`src/sv/ppm6_pkg.sv`:
```
// Shared types and constants of the PPM P6 header parser.
`default_nettype none

package ppm6_pkg;

    typedef enum logic [2:0] {
        ST_OK        = 3'd0,
        ST_BAD_MAGIC = 3'd1,
        ST_BAD_SIZE  = 3'd2,
        ST_BAD_MAX   = 3'd3,
        ST_TOO_LARGE = 3'd4
    } t_status;

    localparam logic [7:0] CH_P     = 8'h50;
    localparam logic [7:0] CH_SIX   = 8'h36;
    localparam logic [7:0] CH_HASH  = 8'h23;
    localparam logic [7:0] CH_NL    = 8'h0a;
    localparam logic [7:0] CH_ZERO  = 8'h30;
    localparam logic [7:0] CH_NINE  = 8'h39;
    localparam logic [7:0] CH_SPACE = 8'h20;
    localparam logic [7:0] CH_TAB   = 8'h09;
    localparam logic [7:0] CH_CR    = 8'h0d;

    // maximum sample value limits
    localparam logic [16:0] MAX_LIMIT       = 17'h10000;
    localparam logic [16:0] WIDE_SAMPLE_MIN = 17'h00100;

    localparam logic [1:0] BPS_NONE = 2'd0;
    localparam logic [1:0] BPS_ONE  = 2'd1;
    localparam logic [1:0] BPS_TWO  = 2'd2;

    localparam int OUT_BYTES_W = 35;
    localparam int TDATA_OUT_W = 88;

    // end-of-header request from parser to result stage
    typedef struct packed {
        logic        valid;
        t_status     status;
        logic [15:0] max_value;
        logic [1:0]  bps;
    } t_fin;

endpackage

`default_nettype wire

```
`src/sv/ppm6_parser.sv`:
```
// Byte-wise header state machine: magic check, whitespace/comment skip, number parse.
`default_nettype none

module ppm6_parser #(
    parameter int DIM_BITS = 16
) (
    input  wire                 i_clk,
    input  wire                 i_rst_n,
    input  wire                 i_en,
    input  wire  [7:0]          i_byte,
    input  wire                 i_restart,
    output logic [DIM_BITS:0]   o_saved_width,
    output logic [DIM_BITS:0]   o_saved_height,
    output ppm6_pkg::t_fin      o_fin
);

    localparam int AW = DIM_BITS + 1;

    typedef enum logic [2:0] {
        PH_MAGIC1,
        PH_MAGIC2,
        PH_SKIP,
        PH_DIGITS,
        PH_DONE
    } t_phase;

    t_phase          r_phase, n_phase, c_phase;
    logic            r_first_ok, n_first_ok;
    logic [1:0]      r_field, n_field;
    logic            r_in_comment, n_in_comment;
    logic [AW-1:0]   r_acc, n_acc;
    logic            r_acc_neg, n_acc_neg;
    logic [AW-1:0]   r_sw, n_sw;
    logic            r_sw_neg, n_sw_neg;
    logic [AW-1:0]   r_sh, n_sh;

    logic            is_space, is_digit;
    logic [AW+3:0]   acc_mul;
    ppm6_pkg::t_fin  fin;

    assign is_space = (i_byte == ppm6_pkg::CH_SPACE) ||
                      ((i_byte >= ppm6_pkg::CH_TAB) && (i_byte <= ppm6_pkg::CH_CR));
    assign is_digit = (i_byte >= ppm6_pkg::CH_ZERO) && (i_byte <= ppm6_pkg::CH_NINE);
    // acc * 10 + digit; low nibble of an ASCII digit is its value
    assign acc_mul  = {r_acc, 3'b000} + {2'b00, r_acc, 1'b0} + {(AW)'(0), i_byte[3:0]};

    always_comb begin
        // restart forces the magic-byte phase; other state is rewritten before use
        c_phase      = i_restart ? PH_MAGIC1 : r_phase;
        n_phase      = r_phase;
        n_first_ok   = r_first_ok;
        n_field      = r_field;
        n_in_comment = r_in_comment;
        n_acc        = r_acc;
        n_acc_neg    = r_acc_neg;
        n_sw         = r_sw;
        n_sw_neg     = r_sw_neg;
        n_sh         = r_sh;
        fin          = '{valid: 1'b0, status: ppm6_pkg::ST_OK,
                         max_value: 16'd0, bps: ppm6_pkg::BPS_NONE};
        if (i_en) begin
            n_phase = c_phase;
            unique case (c_phase)
                PH_MAGIC1: begin
                    n_first_ok = (i_byte == ppm6_pkg::CH_P);
                    n_phase    = PH_MAGIC2;
                end
                PH_MAGIC2: begin
                    if (!r_first_ok || (i_byte != ppm6_pkg::CH_SIX)) begin
                        fin.valid  = 1'b1;
                        fin.status = ppm6_pkg::ST_BAD_MAGIC;
                        n_phase    = PH_DONE;
                    end else begin
                        n_field      = 2'd0;
                        n_in_comment = 1'b0;
                        n_phase      = PH_SKIP;
                    end
                end
                PH_SKIP, PH_DIGITS: begin
                    if (r_in_comment) begin
                        if (i_byte == ppm6_pkg::CH_NL) begin
                            n_in_comment = 1'b0;
                        end
                    end else if (i_byte == ppm6_pkg::CH_HASH) begin
                        n_in_comment = 1'b1;
                    end else if (c_phase == PH_SKIP) begin
                        if (!is_space) begin
                            // first char taken unchecked, signed byte minus '0'
                            if (i_byte[7] || (i_byte < ppm6_pkg::CH_ZERO)) begin
                                n_acc_neg = 1'b1;
                                n_acc     = '0;
                            end else begin
                                n_acc_neg = 1'b0;
                                n_acc     = AW'(7'(i_byte - ppm6_pkg::CH_ZERO));
                            end
                            n_phase = PH_DIGITS;
                        end
                    end else if (is_digit) begin
                        if (!r_acc_neg) begin
                            n_acc = (|acc_mul[AW+3:AW]) ? {AW{1'b1}} : acc_mul[AW-1:0];
                        end
                    end else begin
                        unique case (r_field)
                            2'd0: begin
                                n_sw     = r_acc;
                                n_sw_neg = r_acc_neg;
                                n_field  = 2'd1;
                                n_phase  = PH_SKIP;
                            end
                            2'd1: begin
                                if (r_sw_neg || (r_sw == '0) || r_acc_neg || (r_acc == '0)) begin
                                    fin.valid  = 1'b1;
                                    fin.status = ppm6_pkg::ST_BAD_SIZE;
                                    n_phase    = PH_DONE;
                                end else begin
                                    n_sh    = r_acc;
                                    n_field = 2'd2;
                                    n_phase = PH_SKIP;
                                end
                            end
                            default: begin
                                fin.valid = 1'b1;
                                n_phase   = PH_DONE;
                                if (r_acc_neg || (r_acc <= AW'(1)) ||
                                    (r_acc >= AW'(ppm6_pkg::MAX_LIMIT))) begin
                                    fin.status = ppm6_pkg::ST_BAD_MAX;
                                end else if (r_sw[DIM_BITS] || r_sh[DIM_BITS]) begin
                                    fin.status = ppm6_pkg::ST_TOO_LARGE;
                                end else begin
                                    fin.status    = ppm6_pkg::ST_OK;
                                    fin.max_value = r_acc[15:0];
                                    fin.bps       = (r_acc < AW'(ppm6_pkg::WIDE_SAMPLE_MIN)) ?
                                                    ppm6_pkg::BPS_ONE : ppm6_pkg::BPS_TWO;
                                end
                            end
                        endcase
                    end
                end
                PH_DONE: begin
                    n_phase = PH_DONE;
                end
                default: begin
                    n_phase = PH_DONE;
                end
            endcase
        end
    end

    always_ff @(posedge i_clk) begin
        if (!i_rst_n) begin
            r_phase      <= PH_MAGIC1;
            r_first_ok   <= 1'b0;
            r_field      <= 2'd0;
            r_in_comment <= 1'b0;
            r_acc        <= '0;
            r_acc_neg    <= 1'b0;
            r_sw         <= '0;
            r_sw_neg     <= 1'b0;
            r_sh         <= '0;
        end else begin
            r_phase      <= n_phase;
            r_first_ok   <= n_first_ok;
            r_field      <= n_field;
            r_in_comment <= n_in_comment;
            r_acc        <= n_acc;
            r_acc_neg    <= n_acc_neg;
            r_sw         <= n_sw;
            r_sw_neg     <= n_sw_neg;
            r_sh         <= n_sh;
        end
    end

    assign o_saved_width  = r_sw;
    assign o_saved_height = r_sh;
    assign o_fin          = fin;

endmodule

`default_nettype wire

```
`src/sv/ppm6_result.sv`:
```
// Result stage: registered image area, byte count and the output register.
`default_nettype none

module ppm6_result #(
    parameter int DIM_BITS = 16
) (
    input  wire                                       i_clk,
    input  wire                                       i_rst_n,
    input  wire  [DIM_BITS:0]                         i_saved_width,
    input  wire  [DIM_BITS:0]                         i_saved_height,
    input  ppm6_pkg::t_fin                            i_fin,
    input  wire                                       i_out_ready,
    output logic                                      o_out_valid,
    output logic [ppm6_pkg::TDATA_OUT_W-1:0]          o_out_data
);

    localparam int AREA_W = 2 * (DIM_BITS + 1);
    localparam int PROD_W = AREA_W + 3;

    logic [AREA_W-1:0]                     r_area;
    logic [PROD_W-1:0]                     area3, bytes_full;
    logic                                  r_valid, n_valid;
    logic [ppm6_pkg::TDATA_OUT_W-1:0]      r_data;
    logic [15:0]                           res_w, res_h;

    // width and height settle at least two bytes before the maximum ends
    always_ff @(posedge i_clk) begin
        r_area <= i_saved_width * i_saved_height;
    end

    assign area3      = {2'b00, r_area, 1'b0} + {3'b000, r_area};
    assign bytes_full = (i_fin.bps == ppm6_pkg::BPS_TWO) ? {area3[PROD_W-2:0], 1'b0} : area3;
    assign res_w      = (i_fin.status == ppm6_pkg::ST_OK) ? i_saved_width[15:0]  : 16'd0;
    assign res_h      = (i_fin.status == ppm6_pkg::ST_OK) ? i_saved_height[15:0] : 16'd0;
    assign n_valid    = i_fin.valid || (r_valid && !i_out_ready);

    always_ff @(posedge i_clk) begin
        if (!i_rst_n) begin
            r_valid <= 1'b0;
        end else begin
            r_valid <= n_valid;
        end
    end

    always_ff @(posedge i_clk) begin
        if (i_fin.valid) begin
            r_data <= {(i_fin.status == ppm6_pkg::ST_OK) ?
                           bytes_full[ppm6_pkg::OUT_BYTES_W-1:0] :
                           {ppm6_pkg::OUT_BYTES_W{1'b0}},
                       i_fin.bps, i_fin.max_value, res_h, res_w, i_fin.status};
        end
    end

    assign o_out_valid = r_valid;
    assign o_out_data  = r_data;

endmodule

`default_nettype wire

```
`src/sv/ppm_p6_header_parser_unit.sv`:
```
// Top level of the PPM P6 header parser: input register, parser and result stage.
//
// Slave stream: one file byte per request in s_axis_tdata; s_axis_tuser = 1 restarts
// the parser and makes that byte the first magic byte.
// Master stream: one request per header (or per magic/size/maximum error), carrying
// status, width, height, maximum, bytes per sample and pixel data byte count.
// After a result every byte is swallowed without output until a restart.
// A byte is captured in the input register and parsed straight into the result
// register as soon as that register is free to take it.
// Throughput: one byte per cycle outside a stall; the limit is the parser state update.
// The image area is a registered width x height product updated every cycle.
// Reset: synchronous, active low; parser returns to the first magic byte and both
// stages empty. Reset takes effect immediately, no clearing pass.
// Stall: while a result waits and m_axis_tready is low, the byte in the input
// register holds and s_axis_tready drops; the pipeline resumes the cycle the
// result is taken, with no bubble.
`default_nettype none

module ppm_p6_header_parser_unit #(
    parameter int DIM_BITS = 16
) (
    input  wire         i_clk,
    input  wire         i_rst_n,
    input  wire         s_axis_tvalid,
    output logic        s_axis_tready,
    input  wire  [7:0]  s_axis_tdata,   // [7:0] data_byte
    input  wire         s_axis_tuser,   // [0] restart
    output logic        m_axis_tvalid,
    input  wire         m_axis_tready,
    // [2:0] status, [18:3] image_width, [34:19] image_height, [50:35] max_value,
    // [52:51] bytes_per_sample, [87:53] pixel_data_bytes
    output logic [87:0] m_axis_tdata
);

    logic              r_in_valid;
    logic [7:0]        r_in_byte;
    logic              r_in_restart;
    logic              out_free, advance;
    logic [DIM_BITS:0] saved_width, saved_height;
    ppm6_pkg::t_fin    fin;

    assign out_free      = !m_axis_tvalid || m_axis_tready;
    assign advance       = r_in_valid && out_free;
    assign s_axis_tready = !r_in_valid || out_free;

    always_ff @(posedge i_clk) begin
        if (!i_rst_n) begin
            r_in_valid <= 1'b0;
        end else if (s_axis_tready) begin
            r_in_valid <= s_axis_tvalid;
        end
    end

    always_ff @(posedge i_clk) begin
        if (s_axis_tready && s_axis_tvalid) begin
            r_in_byte    <= s_axis_tdata;
            r_in_restart <= s_axis_tuser;
        end
    end

    ppm6_parser #(
        .DIM_BITS (DIM_BITS)
    ) u_parser (
        .i_clk          (i_clk),
        .i_rst_n        (i_rst_n),
        .i_en           (advance),
        .i_byte         (r_in_byte),
        .i_restart      (r_in_restart),
        .o_saved_width  (saved_width),
        .o_saved_height (saved_height),
        .o_fin          (fin)
    );

    ppm6_result #(
        .DIM_BITS (DIM_BITS)
    ) u_result (
        .i_clk          (i_clk),
        .i_rst_n        (i_rst_n),
        .i_saved_width  (saved_width),
        .i_saved_height (saved_height),
        .i_fin          (fin),
        .i_out_ready    (m_axis_tready),
        .o_out_valid    (m_axis_tvalid),
        .o_out_data     (m_axis_tdata)
    );

endmodule

`default_nettype wire

```
`config.mk`:
```
export PLATFORM = sky130hd
export DESIGN_NAME = ppm_p6_header_parser_unit
export DESIGN_NICKNAME = d
export VERILOG_FILES = /design/src/sv/ppm6_pkg.sv /design/src/sv/ppm6_parser.sv /design/src/sv/ppm6_result.sv /design/src/sv/ppm_p6_header_parser_unit.sv
export SDC_FILE = /design/constraint.sdc
export NUM_CORES = 1
export LEC_CHECK = 0
export BUFFER_PORTS_ARGS = -buffer_cell sky130_fd_sc_hd__buf_2
export CORE_ASPECT_RATIO = 1.75
export CORE_MARGIN = 2
export CORE_UTILIZATION = 24
export DETAILED_ROUTE_END_ITERATION = 7
export PLACE_DENSITY = 0.37
export SYNTH_ARGS = -nofsm -noshare
export SYNTH_HDL_FRONTEND = slang
export SYNTH_SLANG_ARGS = --single-unit
```
`constraint.sdc`:
```
create_clock -name i_clk -period 18.61 [get_ports i_clk]
set_input_delay 0 -clock i_clk [delete_from_list [all_inputs] [get_ports i_clk]]
set_output_delay 0 -clock i_clk [all_outputs]
set_load 0.005 [all_outputs]
```
# [Word level (Yosys, flattened, before mapping)]
# Index checks and enable logic that the tools add are counted.
[op_classes] add_sub_neg=4 n_mul=1 n_lt_le_gt_ge=8 n_eq_ne=19 n_mux=47 bitwise=9 reduce_logical=40
[ops] op="$mux W22" n=5
[ops] op="$mux W17" n=5
[ops] op="$mux W18" n=4
[ops] op="$add A35 B34 Y35" n=1
[ops] op="$mux W35" n=1
[ops] op="$logic_not A17 Y1" n=2
[ops] op="$mul A17 B17 Y34" n=1
[ops] op="$mux W3" n=10
[ops] op="$add A20 B18 Y21" n=1
[ops] op="$add A21 B4 Y21" n=1
[ops] op="$ge A17 B17 Y1 const B" n=1
[ops] op="$le A17 B1 Y1 const B" n=1
[ops] op="$lt A17 B9 Y1 const B" n=1
[ops] op="$eq A8 B6 Y1 const B" n=2
[ops] op="$pmux W4 S2" n=2
[ops] op="$mux W2" n=7
[ops] op="$ne A2 B2 Y1 const B" n=7
[ops] op="$reduce_and A7 Y1" n=2
[ops] op="$logic_or A1 B1 Y1" n=12
[ops] op="$reduce_or A10 Y1" n=1
[ops] op="$not A1 Y1" n=9
[ops] op="$pmux W3 S3" n=1
[ops] op="$reduce_and A9 Y1" n=1
[ops] op="$eq A8 B4 Y1 const B" n=1
[ops] op="other kinds (30)" n=49
[word_totals] reg_bits=193 input_bits=13 out_inout_bits=90 word_cells=146

# [Logic depth before layout (Yosys ltp)]
# Gate-level depths: netlist of the first run.
[logic_depth] depth_word=15 mapped_depth=25 depth_no_buf=23

# [Modules after synthesis]
# Synthesis of the first run repeated with hierarchy kept, for this count alone.
[hier_totals] cells_unflattened=2126 area_unflattened_um2=19753.9
[modules_own_cells] mod="ppm6_result" n_inst=1 cells_each=1633 area_each_um2=15342.2 seq_area_each_um2=3343.2
[modules_own_cells] mod="ppm6_parser" n_inst=1 cells_each=477 area_each_um2=4066.4 seq_area_each_um2=1201.2
[modules_own_cells] mod="ppm_p6_header_parser_unit" n_inst=1 cells_each=16 area_each_um2=345.3 seq_area_each_um2=290.3

# [Worst setup path after synthesis of the first run]
# OpenSTA, ideal clock, no wires.
[synth_timing] path_kind="register to register" start="register u_parser.r_sw[8], in the netlist u_parser.o_saved_width[8]" end="register u_result.r_area[33]" setup_time_ns=0.072 arrival_ns=6.076 required_time_ns=18.538 setup_slack_ns=12.462 path_stages_with_launch=23 n_path_buf=2 period_less_slack_ns=6.148 path_cell_list="dfxtp_1 > clkbuf_1 > clkbuf_1 > nand2_1 > fa_1 > fa_1 > fa_1 > fa_1 > inv_1 > fa_1 > inv_1 > fa_1 > inv_1 > ha_1 > a21oi_1 > o21ai_0 > nor3b_1 > o31a_1 > o31ai_1 > o21ai_0 > a311o_1 > a21oi_1 > xnor2_1"
[synth_between] elab_chain_len=1
[synth_lines] element="from (decl)" line_no="ppm6_parser.sv:33" text="logic [AW-1:0] r_sw, n_sw;"
[synth_lines] element="from (signal assigned)" line_no="ppm6_parser.sv:167" text="r_sw <= n_sw;"
[synth_lines] element="$mul A17 B17 Y34" line_no="ppm6_result.sv:28" text="r_area <= i_saved_width * i_saved_height;"
[synth_lines] element="to (signal assigned)" line_no="ppm6_result.sv:28"
[synth_lines] element="to (decl)" line_no="ppm6_result.sv:20" text="logic [AREA_W-1:0] r_area;"
# Every way passes these cells.
# A chain may end at the register's enable or synchronous reset.

# [Final worst setup path of the first run]
[layout_timing] start="register u_parser.r_sh[4], in the netlist u_parser.o_saved_height[4]" end="register u_result.r_area[33]"
[layout_between] elab_chain_len=1
[layout_lines] element="from (decl)" line_no="ppm6_parser.sv:35" text="logic [AW-1:0] r_sh, n_sh;"
[layout_lines] element="from (signal assigned)" line_no="ppm6_parser.sv:169" text="r_sh <= n_sh;"
[layout_lines] element="$mul A17 B17 Y34" line_no="ppm6_result.sv:28"
# Every way passes these cells.

==> metrics.csv, run 1 <==
stage;metric;value;unit
critical_path;critPathArrivalTime;7680;ps
die;ios;103;
clock_tree;clk_path_buf_depth;2;
worst_hold_path;whs_path_depth;2;
finish;fin_area;21800;um^2
timing;fin_crit;7260;ps
detailed_routing;dr.pass1.iters;5;
synth;syn_inst;2143;
die;coreArea;80800;um^2
clock_tree;clk-insertion-delay-late;510;ps
placement;dpl_worst_slack;11410;ps
critical_path;cp_max_fo;19;
grt;grt_use_total;0.144;
timing;finalSetupTns;0;ps
critical_path;required;19040;ps
timing;layout_setup_ws;11350;ps
critical_path;r2r_cells;20;
synth;synth_nets;2562;
critical_path;timing.rr.end;u_result.r_area[33];
synth;ys_seq_area_frac;0.247;
clock_tree;root_buffer;clkbuf_16;
timing;max_slew_margin;0.165;
timing;hold_viol;0;
timing;fin_skew;16.4;ps
detailed_routing;wl;58200;um
synth;synth_ff_type;edfxtp_1;
timing;tightest_slew;1250;ps
die;die_w;220;um
grt;antenna_found_initial;1;
power_and_ir_drop;power_switching;221;uW
detailed_routing;via_per_inst;4.47;
grt;overflow;0;
clock_tree;cts_num_sinks;193;
synth;synth_edf_count;97;
grt;grt_pass1_vias;16000;
power_and_ir_drop;leakage;0.0103;uW
power_and_ir_drop;peakVddDrop;0.0000561;V
run_status;status;finished clean;
power_and_ir_drop;p_comb_frac;0.021;
die;die_h;382;um
detailed_routing;dr_total_vias;14600;
finish;syn2layout_area_growth;11.8;%
synth;synth_compound_area_frac;0.104;
critical_path;rr_startpoint;u_parser.o_saved_height[4];
synth;synth_seq_cells;193;
timing;timing.fmax;0.138;GHz
job;max_cap_violations;0;
synth;yosys_warnings;0;
timing;rsz0062_at_grt;false;
placement;portBuffers;102;
grt;grt_max_degree;70;
worst_hold_path;holdPathEnd;r_in_byte[5];
synth;synth_top_family_by_area;adder cells;
synth;synthSimpleGateAreaFrac;0.177;
critical_path;start_kind;flip-flop;
power_and_ir_drop;total_power;853;uW
clock_tree;htreeDepth;4;
finish;drive_gt1_frac;0.0788;
worst_hold_path;min_from;s_axis_tdata[5];
power_and_ir_drop;p_sw_frac;0.259;
detailed_routing;first_iter_violations;544;
timing;hold_ws;197;ps
power_and_ir_drop;seq_power_share;0.526;
synth;synthArstFlopShare;0;
critical_path;endpoint_kind;flip-flop;
critical_path;critPathLaunch;u_parser.o_saved_height[4];
clock_tree;cts_buffers;17;
detailed_routing;ant_nets;0;
critical_path;rrSetupSlack;11350;ps
synth;netlist_area;19500;um^2
die;die-area;83800;um^2
placement;globalplace.congestion;0.811;
synth;synth_mux_area_frac;0.0124;
power_and_ir_drop;intPower;632;uW
die;start_util;0.242;
clock_tree;cts_tree;done;
critical_path;criticalPathCategory;reg -> reg;
die;row_count;138;
timing;setup_viol;0;
detailed_routing;post_drt_wl_per_cell;17.9;um
synth;synth_top_cells_by_area;fa_1, edfxtp_1, ha_1, dfxtp_1, nand2_1;
power_and_ir_drop;p_per_area;39.1;nW/um^2
synth;synth_top_cell_by_area;fa_1;
grt;grt_pass1_wl;91300;um
synth;synthAdderAreaFrac;0.347;
finish;diodes;0;
power_and_ir_drop;p_clk_frac;0.453;
finish;nets;2613;
timing;report.final.slew_viol_count;0;
synth;yosys.area_share.xor_xnor;0.0300;
clock_tree;cts.clk_slew.worst_paths;90;ps
worst_hold_path;min_path_type;in -> reg;
placement;place_area;21100;um^2
timing;min_period_over_period;0.390;
synth;syn_area_per_cell;9.12;um^2
detailed_routing;drc;0;
synth;yosys.area.top_type_share;0.232;
placement;place_hpwl;45200;um
synth;synth_cell_type_count;74;
## cell usage after synthesis, drive strengths merged, types with 8 or more instances
library cell	instances
o31ai	11
buf	18
a31oi	10
o21bai	10
clkbuf	87
mux2i	23
nand2b	11
nor2	95
inv	312
nor3	30
xor2	17
or3	8
edfxtp	97
nand3	21
nand2	314
ha	179
o21ai	44
nor2b	14
dfxtp	96
fa	227
a211oi	9
a21o	26
and2	178
nand4	15
a21oi	128
xnor2	50
o21a	15
nor4	13
## critical path: stages, from the launching register on
cell and delay [ps]:
dfxtp_1 1070, nand2_1 200, fa_1 600, fa_1 440
fa_1 490, fa_1 500, inv_1 60, fa_1 530
inv_1 50, fa_1 530, inv_1 40, ha_1 350
a21oi_1 170, o21ai_0 220, nor3b_1 210, o31a_1 340
o31ai_1 480, o21ai_0 270, a311o_1 310, a21oi_1 180
xnor2_1 130
## timing repair
item,4_1_cts,5_1_grt
gates resized for setup,0,0
hold endpoints to repair,14,0
setup buffers,0,0
hold buffers,13,0
## power groups by stage
stage / registers, uW / logic, uW / clock network [uW]
floorplan: 458 / 10.1 / 0
global placement: 458 / 16.3 / 0
detailed placement: 458 / 16.4 / 0
CTS: 449 / 18.5 / 410
global route: 449 / 20.3 / 420
finish: 449 / 18.0 / 387
## metrics by stage
step,utilization,instances
after global routing,0.270,3257
final,0.270,3257
after global placement,0.262,3212
after CTS,0.270,3257
after floorplan,-,2143
after detailed placement,0.262,3212
## cells in the final DEF, fill, tap and decap left out, types with 43 or more instances in the layout
cell type  synthesis  final
nor2_1            95     94
ha_1             179    179
xnor2_1           50     50
o21ai_0           43     43
inv_1            311    311
a21oi_1          127    127
buf_2              9    102
and2_1           178    178
dfxtp_1           96     96
nand2_1          314    314
fa_1             227    227
edfxtp_1          97     97
## cell families (layout without fill, tap and decap cells)
group	Yosys count	in the layout
AND/OR/NAND/NOR	719	719
multiplexers	24	24
adder cells (fa/ha/maj)	406	406
AO/OA/AOI/OAI	317	317
XOR/XNOR	67	67
flip-flops	193	193
buffers and inverters	417	481
## flip-flops by register name (all words and copies together) (netlist names)
register,count
r_in_byte,8
r_in_restart,1
r_in_valid,1
u_parser.o_saved_height,17
u_parser.o_saved_width,17
u_parser.r_acc,17
u_parser.r_acc_neg,1
u_parser.r_field,2
u_parser.r_first_ok,1
u_parser.r_in_comment,1
u_parser.r_phase,3
u_parser.r_sw_neg,1
u_result.o_out_data,88
u_result.o_out_valid,1
u_result.r_area,34
## layer usage
metal  GRT usage  part of all wire
met1       0.156              0.40
met2       0.279              0.55
met3      0.0242             0.031
met4      0.0419             0.020
met5           0                 0
## area by class of cell
type / instances / area, um^2
Fill cell: 8748 / 59000
Multi-Input combinational cell: 1533 / 13100
Sequential cell: 193 / 4830
Tap cell: 1050 / 1310
Inverter: 312 / 1170
Timing Repair Buffer: 137 / 806
Clock buffer: 18 / 429
Clock inverter: 14 / 156
## worst max path at each step
stage	endpoint	cells past startpoint
6_report	u_result.r_area[33]	20
5_1_grt	u_result.r_area[27]	18
4_1_cts	u_result.r_area[33]	20
3_5_place_dp	u_result.r_area[33]	20
3_3_place_gp	u_result.r_area[33]	20
2_1_floorplan	u_result.r_area[33]	22
(Power assumes the default switching activity.)
==> run 2, diff against run 1 <==
==> constraint.sdc (replaced) <==
create_clock -name i_clk -period 7.3 [get_ports i_clk]
set_input_delay 0 -clock i_clk [delete_from_list [all_inputs] [get_ports i_clk]]
set_output_delay 0 -clock i_clk [all_outputs]
set_load 0.005 [all_outputs]
==> metrics.csv, run 2 (synthesis results as in run 1) <==
stage;metric;value;unit;change
grt;antenna_found_initial;1;;unchanged
detailed_routing;ant_nets;0;;unchanged
critical_path;critPathMaxStageDelay;930;ps;was 1070 ps
critical_path;timing.rr.end;u_result.r_area[27];;was u_result.r_area[33]
critical_path;slowest_stage;dfxtp_1;;unchanged
critical_path;rr_startpoint;u_parser.o_saved_height[5];;was u_parser.o_saved_height[4]
grt;grt_max_degree;48;;was 70
clock_tree;clk-insertion-delay-late;510;ps;about the same
worst_hold_path;min_path_type;in -> reg;;unchanged
die;die-area;83800;um^2;unchanged
timing;max_slew_margin;0.311;;was 0.165
critical_path;cp_cell_sequence;and2_1 > fa_1 > inv_1 > fa_1 > fa_1 > fa_1 > inv_1 > fa_1 > inv_1 > fa_1 > inv_1 > ha_1 > a21oi_1 > o21ai_0 > o41ai_1 > o21ai_0 > o31ai_1 > mux2i_1 > nor4_1;;was nand2_1 > fa_1 > fa_1 > fa_1 > fa_1 > inv_1 > fa_1 > inv_1 > fa_1 > inv_1 > ha_1 > a21oi_1 > o21ai_0 > nor3b_1 > o31a_1 > o31ai_1 > o21ai_0 > a311o_1 > a21oi_1 > xnor2_1
timing;fin_crit;6930;ps;was 7260 ps
finish;largest_reg_flops;88;;unchanged
finish;drive_gt1_frac;0.0880;;was 0.0788
worst_hold_path;whs_path_depth;2;;unchanged
finish;diodes;0;;unchanged
grt;grt_use_total;0.141;;was 0.144
critical_path;critPathLaunch;u_parser.o_saved_height[5];;was u_parser.o_saved_height[4]
clock_tree;cts.clk_slew.worst_paths;80;ps;was 90 ps
finish;final_cell_mix;nand2_1, inv_1, fa_1;;unchanged
critical_path;rrSetupSlack;370;ps;was 11,350 ps
timing;hold_ws;195;ps;was 197 ps
timing;finalSetupTns;0;ps;unchanged
timing;min_period_over_period;0.950;;was 0.390
clock_tree;root_buffer;clkbuf_16;;unchanged
power_and_ir_drop;p_per_area;99.4;nW/um^2;was 39.1 nW/um^2
die;ios;103;;unchanged
detailed_routing;wl;57500;um;was 58,200 um
critical_path;path_common_cell;fa_1;;unchanged
clock_tree;cts_num_sinks;193;;unchanged
finish;nets;2633;;was 2,613
critical_path;cp_max_fo;19;;unchanged
grt;grt_pass1_vias;16000;;about the same
placement;portBuffers;102;;unchanged
detailed_routing;first_iter_violations;444;;was 544
clock_tree;clk_path_buf_depth;2;;unchanged
timing;tightest_slew;1030;ps;was 1250 ps
detailed_routing;dr_total_vias;14600;;about the same
timing;fin_skew;18.0;ps;was 16.4 ps
timing;hold_viol;0;;unchanged
worst_hold_path;min_from;s_axis_tdata[3];;was s_axis_tdata[5]
critical_path;required;7690;ps;was 19,040 ps
job;max_cap_violations;0;;unchanged
die;coreArea;80800;um^2;unchanged
timing;rsz0062_at_grt;false;;unchanged
critical_path;critPathArrivalTime;7330;ps;was 7680 ps
critical_path;endpoint_kind;flip-flop;;unchanged
die;die_w;220;um;unchanged
worst_hold_path;holdPathEnd;r_in_byte[3];;was r_in_byte[5]
placement;place_area;21300;um^2;was 21,100 um^2
clock_tree;htreeDepth;4;;unchanged
finish;layout.core_utilization;0.272;;was 0.270
clock_tree;cts_setup_buffers;0;;unchanged
finish;syn2layout_area_growth;12.6;%;was 11.8%
critical_path;start_kind;flip-flop;;unchanged
critical_path;r2r_cells;19;;was 20
timing;report.final.slew_viol_count;0;;unchanged
placement;globalplace.congestion;0.803;;was 0.811
finish;fin_area;22000;um^2;was 21,800 um^2
detailed_routing;drc;0;;unchanged
die;start_util;0.242;;unchanged
placement;place_hpwl;46200;um;was 45,200 um
detailed_routing;dr.pass1.iters;5;;unchanged
detailed_routing;via_per_inst;4.46;;was 4.47
timing;setup_viol;0;;unchanged
run_status;status;finished clean;;unchanged
power_and_ir_drop;peakVddDrop;0.000152;V;was 0.0000561 V
power_and_ir_drop;leakage;0.0104;uW;was 0.0103 uW
clock_tree;cts_buffers;17;;unchanged
critical_path;criticalPathCategory;reg -> reg;;unchanged
timing;timing.fmax;0.144;GHz;was 0.138 GHz
detailed_routing;post_drt_wl_per_cell;17.5;um;was 17.9 um
die;row_count;138;;unchanged
die;die_h;382;um;unchanged
finish;layout_commonest_cell;nand2_1;;unchanged
grt;overflow;0;;unchanged
clock_tree;cts_tree;done;;unchanged
grt;grt_pass1_wl;90000;um;was 91,300 um
run 2: changes by cell type in the layout (fill, tap and decap cells not counted), sizes merged:
cell	before	now
buf	124	144
clkbuf	18	19
clkinv	4	1
bufinv	0	1
inv	321	322
run 2: area by class of cell:
class                   instances  area, um^2
repair buffers                157         956
flip-flops and latches        193        4840
inverters                     312        1170
clock buffers                  19         433
multi-input cells            1533       13100
clock inverters                13         156
well taps                    1050        1310
fillers                      8730       58800
run 2: layer usage:
layer / share of wire / routed length, um / GRT usage
met5: 0 / 0 / 0
met3: 0.029 / 1670 / 0.0220
met2: 0.56 / 32000 / 0.276
met4: 0.024 / 1410 / 0.0469
met1: 0.39 / 22400 / 0.150
run 2: where the power goes:
part | internal (uW) | switching, uW | total [uW]
clock | 491 | 509 | 999
combinational | 16.5 | 29.5 | 46.0
sequential | 1140 | 7.82 | 1140
total | 1640 | 546 | 2190
run 2: per-stage QoR:
step / setup slack, ps / total power (uW) / instances
6_report: 366 / 2190 / 3277
5_1_grt: 61.1 / 2280 / 3277
4_1_cts: 340 / 2240 / 3277
3_5_place_dp: 365 / 1210 / 3232
3_3_place_gp: 343 / 1210 / 3232
2_1_floorplan: 1150 / 1190 / 2143
run 2: critical path, delay by kind of cell, from the launching register on:
family          cells  cell delay, ps
fa+ha+maj           7            3200
compound gates      5            1690
flops               1             930
simple gates        2             560
buf+inv             4             250
mux                 1             170
run 2: how the worst max path moves through the flow:
| stage | end | slack, ps | cells past startpoint |
|---|---|---|---|
| after floorplan | u_result.r_area[33] | 1150 | 22 |
| after global placement | u_result.r_area[33] | 340 | 20 |
| after detailed placement | u_result.r_area[27] | 370 | 19 |
| after CTS | u_result.r_area[27] | 340 | 19 |
| after global routing | u_result.r_area[33] | 60 | 21 |
| final | u_result.r_area[27] | 370 | 19 |
run 2: repair_timing:
| action | in CTS | in global routing |
|---|---|---|
| hold endpoints to repair | 14 | 0 |
| setup endpoints to repair | 0 | 2 |
| hold buffers | 13 | 0 |
| resized for setup | 0 | 2 |
